<file path="config.mk">
export PLATFORM = sky130hd
export DESIGN_NAME = dlts_ram
export DESIGN_NICKNAME = d
export VERILOG_FILES = /design/src/hdl/delta_list_task_scheduler_defines.svh /design/src/hdl/dlts_ram.sv
export SDC_FILE = /design/constraint.sdc
export NUM_CORES = 1
export LEC_CHECK = 0
export ABC_CLOCK_PERIOD_IN_PS = 1800
export BUFFER_PORTS_ARGS = -buffer_cell sky130_fd_sc_hd__buf_2
export CORE_UTILIZATION = 54
export DETAILED_ROUTE_END_ITERATION = 8
export PLACE_DENSITY = 0.77
export REMOVE_ABC_BUFFERS = 1
export SLEW_MARGIN = 0
export SYNTH_ARGS = -nofsm -noshare
export SYNTH_HDL_FRONTEND = slang
export SYNTH_SLANG_ARGS = --single-unit
</file>
<file path="constraint.sdc">
create_clock -name clk -period 1.8 [get_ports clk]
set_input_delay 0.36 -clock clk [delete_from_list [all_inputs] [get_ports clk]]
set_output_delay 0.36 -clock clk [all_outputs]
set_load 0.005 [all_outputs]
</file>
<file path="src/hdl/delta_list_task_scheduler_defines.svh">
// ----------------------------------------------------------------------------
// Delta list task scheduler assertion macros
// Shared concurrent assertion forms, clocked on clk with reset rst_n.
// ----------------------------------------------------------------------------
`ifndef DELTA_LIST_TASK_SCHEDULER_DEFINES_SVH
`define DELTA_LIST_TASK_SCHEDULER_DEFINES_SVH

// The consequent holds in the same cycle as the antecedent.
`define DLTS_ASSERT_SAME(label, ante, cons, msg) \
  label: assert property (@(posedge clk) disable iff (!rst_n) (ante) |-> (cons)) \
    else $error(msg);

// The consequent holds in the cycle after the antecedent.
`define DLTS_ASSERT_NEXT(label, ante, cons, msg) \
  label: assert property (@(posedge clk) disable iff (!rst_n) (ante) |=> (cons)) \
    else $error(msg);

`endif

</file>
<file path="src/hdl/dlts_ram.sv">
// ----------------------------------------------------------------------------
// Generic single-port-write RAM
// One write port and one read port with a registered read.
// ----------------------------------------------------------------------------
module dlts_ram #(
  parameter int WIDTH = 8,
  parameter int DEPTH = 16
) (
  input  logic                             clk,
  input  logic                             we,
  input  logic [$clog2(DEPTH)-1:0]         waddr,
  input  logic [WIDTH-1:0]                 wdata,
  input  logic [$clog2(DEPTH)-1:0]         raddr,
  output logic [WIDTH-1:0]                 rdata
);

  logic [WIDTH-1:0] mem [DEPTH];

  always_ff @(posedge clk) begin
    if (we) begin
      mem[waddr] <= wdata;
    end
    rdata <= mem[raddr];
  end

endmodule

</file>
Word level (Yosys, flattened, before mapping). Memory sizes are Yosys's and may differ from the RTL's. A register that Yosys moved wholly into a read port is not among the register bits. Cells that the tools add are included.

Memories kept: 1. Input bits: 18. Bits in registers: 0. RAM bits: 128. Output and inout bits: 8.

Memories: mem (depth 16, width 8, read ports 1, clocked after memory_dff 1, write ports 1, line dlts_ram.sv:17) `logic [WIDTH-1:0] mem [DEPTH];`.

Mux-type cells: 2.

Operators by type and width (number): two-way mux 1 bit (2).

Depth between registers and ports, before layout. Gate-level depths: netlist (run 1).

Depth in word-level cells: 2. Gate-level depth with buffers: 5. Depth with buffers taken out: 3.

Worst setup path before layout (run 1). Ideal clock, no wire load.

Path kind: input to register. From: input port waddr[2]. To: memory mem[0][0] (enable). Buffers on the path: 0. Path slack: -0.053 ns. Data arrival time: 1.470 ns. Stages: 2. Path through: or3b_2 -> nor3_1.

RTL lines: start, declared (line dlts_ram.sv:11) `input logic [$clog2(DEPTH)-1:0] waddr,`; end, declared (line dlts_ram.sv:17).

Straight into the memory's write port.

Worst setup path in the final report (run 1).
From: register rdata[1], read port of mem. To: output port rdata[1].

RTL lines: start, declared (line dlts_ram.sv:14) `output logic [WIDTH-1:0] rdata`.

No word-level cell between the ends.

==> results of run 1 <==
==> registers in the layout (all words and copies together) (netlist names) <==
| signal | count |
|---|---|
| mem | 128 |
| rdata | 8 |
==> routing by layer <==
metal | share of wire, % | vias to the layer above
met5 | 0 | -
met1 | 43 | 1211
li1 | - | 1084
met3 | 6.5 | 4
met4 | 0.42 | 0
met2 | 50 | 89
==> synth_stat cells <==
cell | n | area [um^2]
dfxtp_1 | 8 | 160
clkdlybuf4s25_2 | 3 | 30.0
and2b_1 | 1 | 7.51
nor2_1 | 13 | 48.8
nor2b_1 | 1 | 6.26
buf_4 | 1 | 7.51
edfxtp_1 | 128 | 3840
or3b_2 | 1 | 8.76
a22oi_1 | 16 | 120
and2_1 | 1 | 6.26
nor3_1 | 4 | 20.0
mux4_2 | 18 | 405
nand3b_1 | 2 | 15.0
nand2b_1 | 2 | 12.5
buf_6 | 3 | 33.8
mux4_1 | 14 | 368
buf_2 | 3 | 15.0
nand2_1 | 9 | 33.8
nand3_1 | 1 | 5.00
==> kinds of logic (layout without fill, tap and decap cells) <==
group,after synthesis,after routing,share of synthesized area [%]
flip-flops,136,136,77.8
AND/OR/NAND/NOR,35,35,3.18
multiplexers,32,32,15.0
AO/OA/AOI/OAI,16,16,2.33
buffers and inverters,10,79,1.68
==> how the worst max path moves through the flow <==
| stage | end |
|---|---|
| CTS | rdata[1] |
| finish | rdata[1] |
| global route | rdata[2] |
| detailed placement | rdata[2] |
| global placement | rdata[2] |
| floorplan | mem[0][0] |
==> where the power goes <==
part | internal [mW] | switching, mW | total, mW
registers | 3.54 | 0.0210 | 3.56
logic | 0.149 | 0.176 | 0.326
clock network | 2.10 | 1.20 | 3.29
==> through the flow <==
stage                     TNS [ps]  util (%)  setup WS, ps
after global placement           0      60.1          44.4
final                            0      66.3           453
after detailed placement         0      60.1          37.4
after CTS                        0      66.3           427
after global routing             0      66.3           396
after floorplan               -423         -         -52.9
==> cell type report <==
| cell class | instances | area, um^2 | area share (%) |
|---|---|---|---|
| clock inverters | 13 | 155 | 2.53 |
| repair buffers | 47 | 328 | 5.35 |
| well taps | 129 | 161 | 2.63 |
| flip-flops and latches | 136 | 4000 | 65.3 |
| multi-input cells | 83 | 1060 | 17.3 |
| clock buffers | 19 | 422 | 6.88 |
==> impl_results.md, run 1 <==
* Worst Setup SP: rdata[1]
* Grt ovf at 0
* Initial antenna violation count at 0
* WHS at 241 ps
* Yosys reg bits at 136
* Core box area at 9240 um^2
* Iter 0 DRT Violations at 113
* # DRC at 0
* Final Setup Violations at 0
* Setup Fix Bufs, Post-CTS at 0
* Highest-delay cell along the critical path: dfxtp_1
* Yosys cell types at 19
* Setup CP Type: reg2out
* Max-cap violation count at 0
* Met3 Use GR at 5.41%
* Clock Skews at 7.97 ps
* Most frequent cells in the layout: edfxtp_1, buf_2, buf_4
* RSZ-0062 raised after global routing: no
* Status: finished clean
* CTS clk-pin slew, worst paths at 60 ps
* Most used routing layer: met2
* Overall power at 7.18 mW
* Cells after DPL at 395
* Via-to-Cell Ratio at 5.59
* CP max FO at 1
* Critical Path RT at 1440 ps
* Gpl congestion at 0.731
* Num CTS Buffers at 17
* # diodes at 0
* CTS tree: built
* Skew-Pair Late Insertion Delay at 500 ps
* # rows at 35
* Area grow syn2layout at 19.0%
* CP Cell Sequence: buf_2
* Worst-case reg-to-reg path depth at 3
* Reg2reg end: rdata[2]
* Die Span X at 99.6 um
* Vias at 2388
* Final period util at 74.9%
* Antenna-violating nets left at 0
* Post-CTS sizing at 0
* Slowest stage delay, CP at 360 ps
* Mapped Cells at 229
* WP buf/inv at 1
* Hold Path Origin: wdata[1]
* Share of post-route cells with drive strength above 1 at 31.5%
* Sequential share of the synthesized area at 77.8%
* Startpoint types: flop
* Final Hold Viols at 0
* Largest net degree at the start of global routing at 33
* Worst r2r src: mem[6][2]
* Chip Height at 99.6 um
* Initial core utilization at 55.7%
* Area post-placement at 5550 um^2
* Syn_area_per_cell at 22.5 um^2
* Vias in the first global route at 2458
* Final cell area excluding filler cells at 6130 um^2
* Max IR drop VDD at 0.554 mV
* Syn Std Cell Area at 5150 um^2
* CP delay by family, top: flip-flops
* Met1 usage at 28.5%
* Fmax at 742 MHz
* Hold Path Class: in2reg
* WL final at 9.08 mm
* Fillers at 605
* Ys Warns at 0
* Cts hold-fix bufs at 0
* Reg-to-reg slack, setup at 480 ps
* Crit end category: output port
* Min-Delay Path Depth at 1
* PortBufs at 25
* Hold EP: mem[13][1]
* Rel. slew slack at 70.4%
* Dpl hpwl at 5.76 mm
* Clock root buffer master: clkbuf_8
* Actual slew at the worst max-slew pin at 443 ps
* First-pass GRT wire length at 13.9 mm
* P per Cell Area at 1170 nW/um^2
* GRT Util Overall at 20.4%
* Instance count on the critical path at 1
* Die Area at 9930 um^2
* Htree depth at 4
* Non-Filler Instances at 427
* CTS Buffer Depth at 2
* Clock sink total at 136
* CP Data Arrival Time at 990 ps
* GR Util met2 at 31.7%
* I/O pin count at 26
* LEAKAGE at 2.10 nW
* Slew Viols, Final at 0
* Number of nets in the layout at 303
* Most common cell after layout, fill and taps aside: edfxtp_1
* Min Clock Period, post-route at 1350 ps
* WL per Instance at 21.3 um
* Drt pass-1 iters at 4
Note: power is estimated with default switching activity, not from simulation.
==> run 2, diff against run 1 <==
--- a/config.mk
+++ b/config.mk
@@ -5,11 +5,11 @@
 export SDC_FILE = /design/constraint.sdc
 export NUM_CORES = 1
 export LEC_CHECK = 0
-export ABC_CLOCK_PERIOD_IN_PS = 1800
+export ABC_CLOCK_PERIOD_IN_PS = 1300
 export BUFFER_PORTS_ARGS = -buffer_cell sky130_fd_sc_hd__buf_2
-export CORE_UTILIZATION = 54
+export CORE_UTILIZATION = 55
 export DETAILED_ROUTE_END_ITERATION = 8
-export PLACE_DENSITY = 0.77
+export PLACE_DENSITY = 0.76
 export REMOVE_ABC_BUFFERS = 1
 export SLEW_MARGIN = 0
 export SYNTH_ARGS = -nofsm -noshare
==> constraint.sdc (replaced) <==
create_clock -name clk -period 1.3 [get_ports clk]
set_input_delay 0.26 -clock clk [delete_from_list [all_inputs] [get_ports clk]]
set_output_delay 0.26 -clock clk [all_outputs]
set_load 0.005 [all_outputs]
==> run 2 against run 1 <==
  * The run now ends with setup timing left
  * Combinational power grew 52%
  * Flip-flop and latch count unchanged
  * Worst setup slack got worse by 490 ps
  * First-iteration DRC count grew 95%
==> impl_results.md, run 2 (same netlist as run 1, synthesis figures left out) <==
* Status: finished with violations
* Failing checks: setup timing
* Worst r2r src: mem[3][0]
* Area post-placement at 5560 um^2
* Max-cap violation count at 0
* Final WS setup at -34.0 ps
* Sw frac at 19.5%
* Chip Height at 98.7 um
* CP delay by family, top: multiplexers
* Startpoint types: flop
* Crit end category: flop
* Overall power at 10.1 mW
* Drt pass-1 iters at 4
* Slowest stage delay, CP at 510 ps
* Die Area at 9750 um^2
* PortBufs at 25
* Gpl congestion at 0.726
* CTS Buffer Depth at 2
* WL final at 9.91 mm
* Dpl hpwl at 5.93 mm
* Setup TNS at -34.0 ps
* Clock Skews at 10.1 ps
* Max IR drop VDD at 1.05 mV
* Number of nets in the layout at 305
* Htree depth at 4
* Pint at 8.13 mW
* Core box area at 8890 um^2
* Cts hold-fix bufs at 0
* LEAKAGE at 2.10 nW
* Vias at 2495
* Num CTS Buffers at 17
* # diodes at 0
* Final Hold Viols at 0
* WL per Instance at 24.3 um
* Via-to-Cell Ratio at 6.12
* Area grow syn2layout at 19.3%
* Pre-CTS setup slack at -387 ps
* Critical Path RT at 1690 ps
* Largest net degree at the start of global routing at 19
* Max reg flops at 128
* CP Cell Sequence: mux4_2 -> a22oi_2 -> nand2_1
* Final Setup Violations at 1
* CP max FO at 1
* Worst Setup SP: mem[3][0]
* Rel. slew slack at 43.3%
* Hold Path Origin: wdata[4]
* Min Clock Period, post-route at 1330 ps
* GRT Util Overall at 23.0%
* Actual slew at the worst max-slew pin at 847 ps
* Slew Viols, Final at 0
* # DRC at 0
* Clock root buffer master: clkbuf_8
* Die Span X at 98.7 um
* Final cell area excluding filler cells at 6140 um^2
* Initial core utilization at 57.9%
* Initial antenna violation count at 0
* P per Cell Area at 1640 nW/um^2
* CP Data Arrival Time at 1730 ps
* Clk pwr share at 46.2%
* Logic pwr share at 4.9%
* Share of post-route cells with drive strength above 1 at 36.7%
* RSZ-0062 raised after global routing: yes
* CTS tree: built
* Antenna-violating nets left at 0
* Setup CP Type: reg2reg
* Final period util at 103%
* Fmax at 750 MHz
* Vias in the first global route at 2626
* Largest registers: mem: 128 flops, rdata: 8 flops
* Most common cell after layout, fill and taps aside: edfxtp_1
* Largest reg by FF count: mem
* WP buf/inv at 0
* Hold Path Class: in2reg
* P_sw at 1.97 mW
* Clock sink total at 136
* # rows at 34
* Grt ovf at 0
* Iter 0 DRT Violations at 220
* Skew-Pair Late Insertion Delay at 510 ps
* CTS clk-pin slew, worst paths at 60 ps
* Seq pwr share at 48.9%
* First-pass GRT wire length at 15.2 mm
* I/O pin count at 26
* Highest-delay cell along the critical path: mux4_2
* Most frequent cells in the layout: edfxtp_1, mux4_2, buf_2
[run 2: what timing repair did]
action | CTS | global route
hold endpoints to repair | 0 | 0
buffers inserted | 0 | 0
pin swaps | 4 | 4
endpoints found under the setup margin | 8 | 8
gates resized for setup | 8 | 6
[run 2: area by class of cell]
class | count | area (um^2)
well taps | 108 | 135
clock buffers | 22 | 453
fillers | 512 | 2750
flip-flops and latches | 136 | 4000
multi-input cells | 83 | 1060
repair buffers | 49 | 368
clock inverters | 10 | 126
[run 2: worst paths after layout]
kind	endpoint	slack [ps]	depth (start not counted)
worst max-delay path	rdata[0]	-30	3
worst min-delay path	mem[6][4]	130	1
worst min register to register	rdata[2]	680	3
worst max register to register	rdata[0]	-30	3
[run 2: stage by stage]
stage                     util, %  cells  hold WS, ps
after floorplan                 -    219          359
after global placement       62.6    376          641
after detailed placement     62.6    376          642
after CTS                    69.2    408          115
after global routing         69.1    408          130
final                        69.1    408          134
[run 2: power by group through the flow]
stage                     clock network [mW]  logic (mW)  registers (mW)
after floorplan                            0       0.196            5.02
after global placement                     0       0.459            5.02
after detailed placement                   0       0.472            5.03
after CTS                               4.74       0.493            4.94
after global routing                    4.89       0.530            4.95
final                                   4.66       0.494            4.94
[run 2: layer usage]
layer | global-route usage, % | vias up | wire length (um) | share of wire, %
li1 | - | 1083 | - | -
met1 | 29.9 | 1293 | 4010 | 40
met2 | 37.8 | 106 | 5140 | 52
met3 | 5.89 | 13 | 606 | 6.1
met4 | 8.96 | 0 | 156 | 1.6
met5 | 0 | - | 0 | 0
[run 2: worst register-to-register path, cell delays in order, from the launching register on]
cell and delay [ps]:
edfxtp_1 420, mux4_2 510, a22oi_2 230, nand2_1 70
==> run 3, diff against run 2 <==
--- a/config.mk
+++ b/config.mk
@@ -8,6 +8,7 @@
 export ABC_CLOCK_PERIOD_IN_PS = 1300
 export BUFFER_PORTS_ARGS = -buffer_cell sky130_fd_sc_hd__buf_2
 export CORE_UTILIZATION = 55
+export CTS_CLUSTER_SIZE = 25
 export DETAILED_ROUTE_END_ITERATION = 8
 export PLACE_DENSITY = 0.76
 export REMOVE_ABC_BUFFERS = 1
@@ -15,3 +16,4 @@
 export SYNTH_ARGS = -nofsm -noshare
 export SYNTH_HDL_FRONTEND = slang
 export SYNTH_SLANG_ARGS = --single-unit
+export TNS_END_PERCENT = 5
==> run 3 against run 2 <==
  * The run still ends with setup timing left
  * Sequential share of layout area shrank 0.080 points
  * Routed wire length shrank 0.18%
  * Utilization grew 0.084 points
  * Non-clock buffer count is the same
  * Largest power group unchanged
==> impl_results.md, run 3 (same netlist as run 1, synthesis figures left out) <==
* Status: finished with violations
* Failing checks: setup timing
* Setup CP Type: reg2reg
* # diodes at 0
* Clock root buffer master: clkbuf_8
* Final core occ at 69.2%
* CP max FO at 1
* Rel. slew slack at 41.6%
* Cells after DPL at 376
* PortBufs at 25
* CTS tree: built
* RSZ-0062 raised after global routing: yes
* Slew Viols, Final at 0
* Iter 0 DRT Violations at 179
* Max reg flops at 128
* CP Data Arrival Time at 1720 ps
* P per Cell Area at 1640 nW/um^2
* First-pass GRT wire length at 15.2 mm
* # rows at 34
* CP Cell Sequence: mux4_2 -> a22oi_2 -> nand2_1
* Clock sink total at 136
* Share of post-route cells with drive strength above 1 at 36.0%
* Min Clock Period, post-route at 1330 ps
* Drt pass-1 iters at 5
* Most common cell after layout, fill and taps aside: edfxtp_1
* Hold Path Class: in2reg
* CTS clk-pin slew, worst paths at 60 ps
* Final period util at 102%
* WL per Instance at 24.3 um
* WP buf/inv at 0
* Initial antenna violation count at 0
* Actual slew at the worst max-slew pin at 872 ps
* Logic pwr share at 4.9%
* Non-Filler Instances at 408
* Final Hold Viols at 0
* Seq pwr share at 48.9%
* Fmax at 751 MHz
* Cts hold-fix bufs at 0
* Highest-delay cell along the critical path: mux4_2
* Crit end category: flop
* Critical Path RT at 1690 ps
* Max-cap violation count at 0
* Vias in the first global route at 2626
* Largest reg by FF count: mem
* Final WS setup at -31.8 ps
* Skew-Pair Late Insertion Delay at 510 ps
* # DRC at 0
* WHS at 136 ps
* Grt ovf at 0
* Initial core utilization at 57.9%
* Via-to-Cell Ratio at 6.07
* Pint at 8.13 mW
* Max IR drop VDD at 1.05 mV
* Fillers at 511
* Die Area at 9750 um^2
* Area grow syn2layout at 19.5%
* Number of nets in the layout at 305
* CP delay by family, top: multiplexers
* Gpl congestion at 0.726
* P_sw at 1.96 mW
* Sw frac at 19.5%
* GRT Util Overall at 23.0%
* Most frequent cells in the layout: edfxtp_1, buf_2, mux4_2
* Antenna-violating nets left at 0
* LEAKAGE at 2.10 nW
* Overall power at 10.1 mW
* Area post-placement at 5560 um^2
* Vias at 2475
* I/O pin count at 26
* Chip Height at 98.7 um
* Final cell area excluding filler cells at 6150 um^2
* WL final at 9.90 mm
* Num CTS Buffers at 17
* Clock Skews at 10.5 ps
* Startpoint types: flop
* CTS Buffer Depth at 2
* Largest net degree at the start of global routing at 19
* Slowest stage delay, CP at 510 ps
* Htree depth at 4
* Core box area at 8890 um^2
* Clk pwr share at 46.2%
* Die Span X at 98.7 um
* Final Setup Violations at 1
* Dpl hpwl at 5.93 mm
* Largest registers: mem: 128 flops, rdata: 8 flops
run 3: cell count changes in the layout (fill, tap and decap cells not counted):
| cell | delta |
|---|---|
| mux4_1 | +2 |
| mux4_2 | -2 |
run 3: path summary, 6_finish.rpt:
check | from | endpoint | slack, ps | depth (start not counted)
max reg2reg | mem[3][0] | rdata[0] | -30 | 3
min reg2reg | mem[4][2] | rdata[2] | 680 | 3
min | wdata[4] | mem[6][4] | 140 | 1
max | mem[3][0] | rdata[0] | -30 | 3
run 3: area by class of cell:
class / count / area, um^2 / share of cell area [%]
clock buffers: 22 / 453 / 7.36
clock inverters: 10 / 126 / 2.05
multi-input cells: 83 / 1060 / 17.3
flip-flops and latches: 136 / 4000 / 65.1
well taps: 108 / 135 / 2.20
repair buffers: 49 / 368 / 5.98
run 3: repair_timing:
item	CTS	global route
endpoints found under the setup margin	8	8
pin swaps	4	2
endpoints found under the hold margin	0	0
buffers inserted	0	0
gates resized for setup	8	4
cloned	0	0
run 3: stage by stage:
step / setup slack, ps / setup TNS (ps)
2_1_floorplan: -453 / -11750
3_3_place_gp: -390 / -10630
3_5_place_dp: -387 / -11840
4_1_cts: -28.7 / -61.9
5_1_grt: -43.7 / -162
6_report: -31.8 / -31.8
run 3: per-layer routing:
| metal | up-vias | share of wire (%) | wire length (um) | global-route usage (%) |
|---|---|---|---|---|
| met5 | - | 0 | 0 | 0 |
| li1 | 1085 | - | - | - |
| met3 | 14 | 5.3 | 524 | 5.89 |
| met4 | 0 | 1.6 | 163 | 8.96 |
| met1 | 1285 | 41 | 4100 | 29.9 |
| met2 | 91 | 52 | 5100 | 37.8 |
run 3: power by group through the flow:
stage,sequential [mW],clock [mW],combinational [mW]
after floorplan,5.02,0,0.196
after global routing,4.94,4.89,0.529
final,4.94,4.66,0.492
after CTS,4.94,4.74,0.493
after detailed placement,5.03,0,0.472
after global placement,5.02,0,0.459
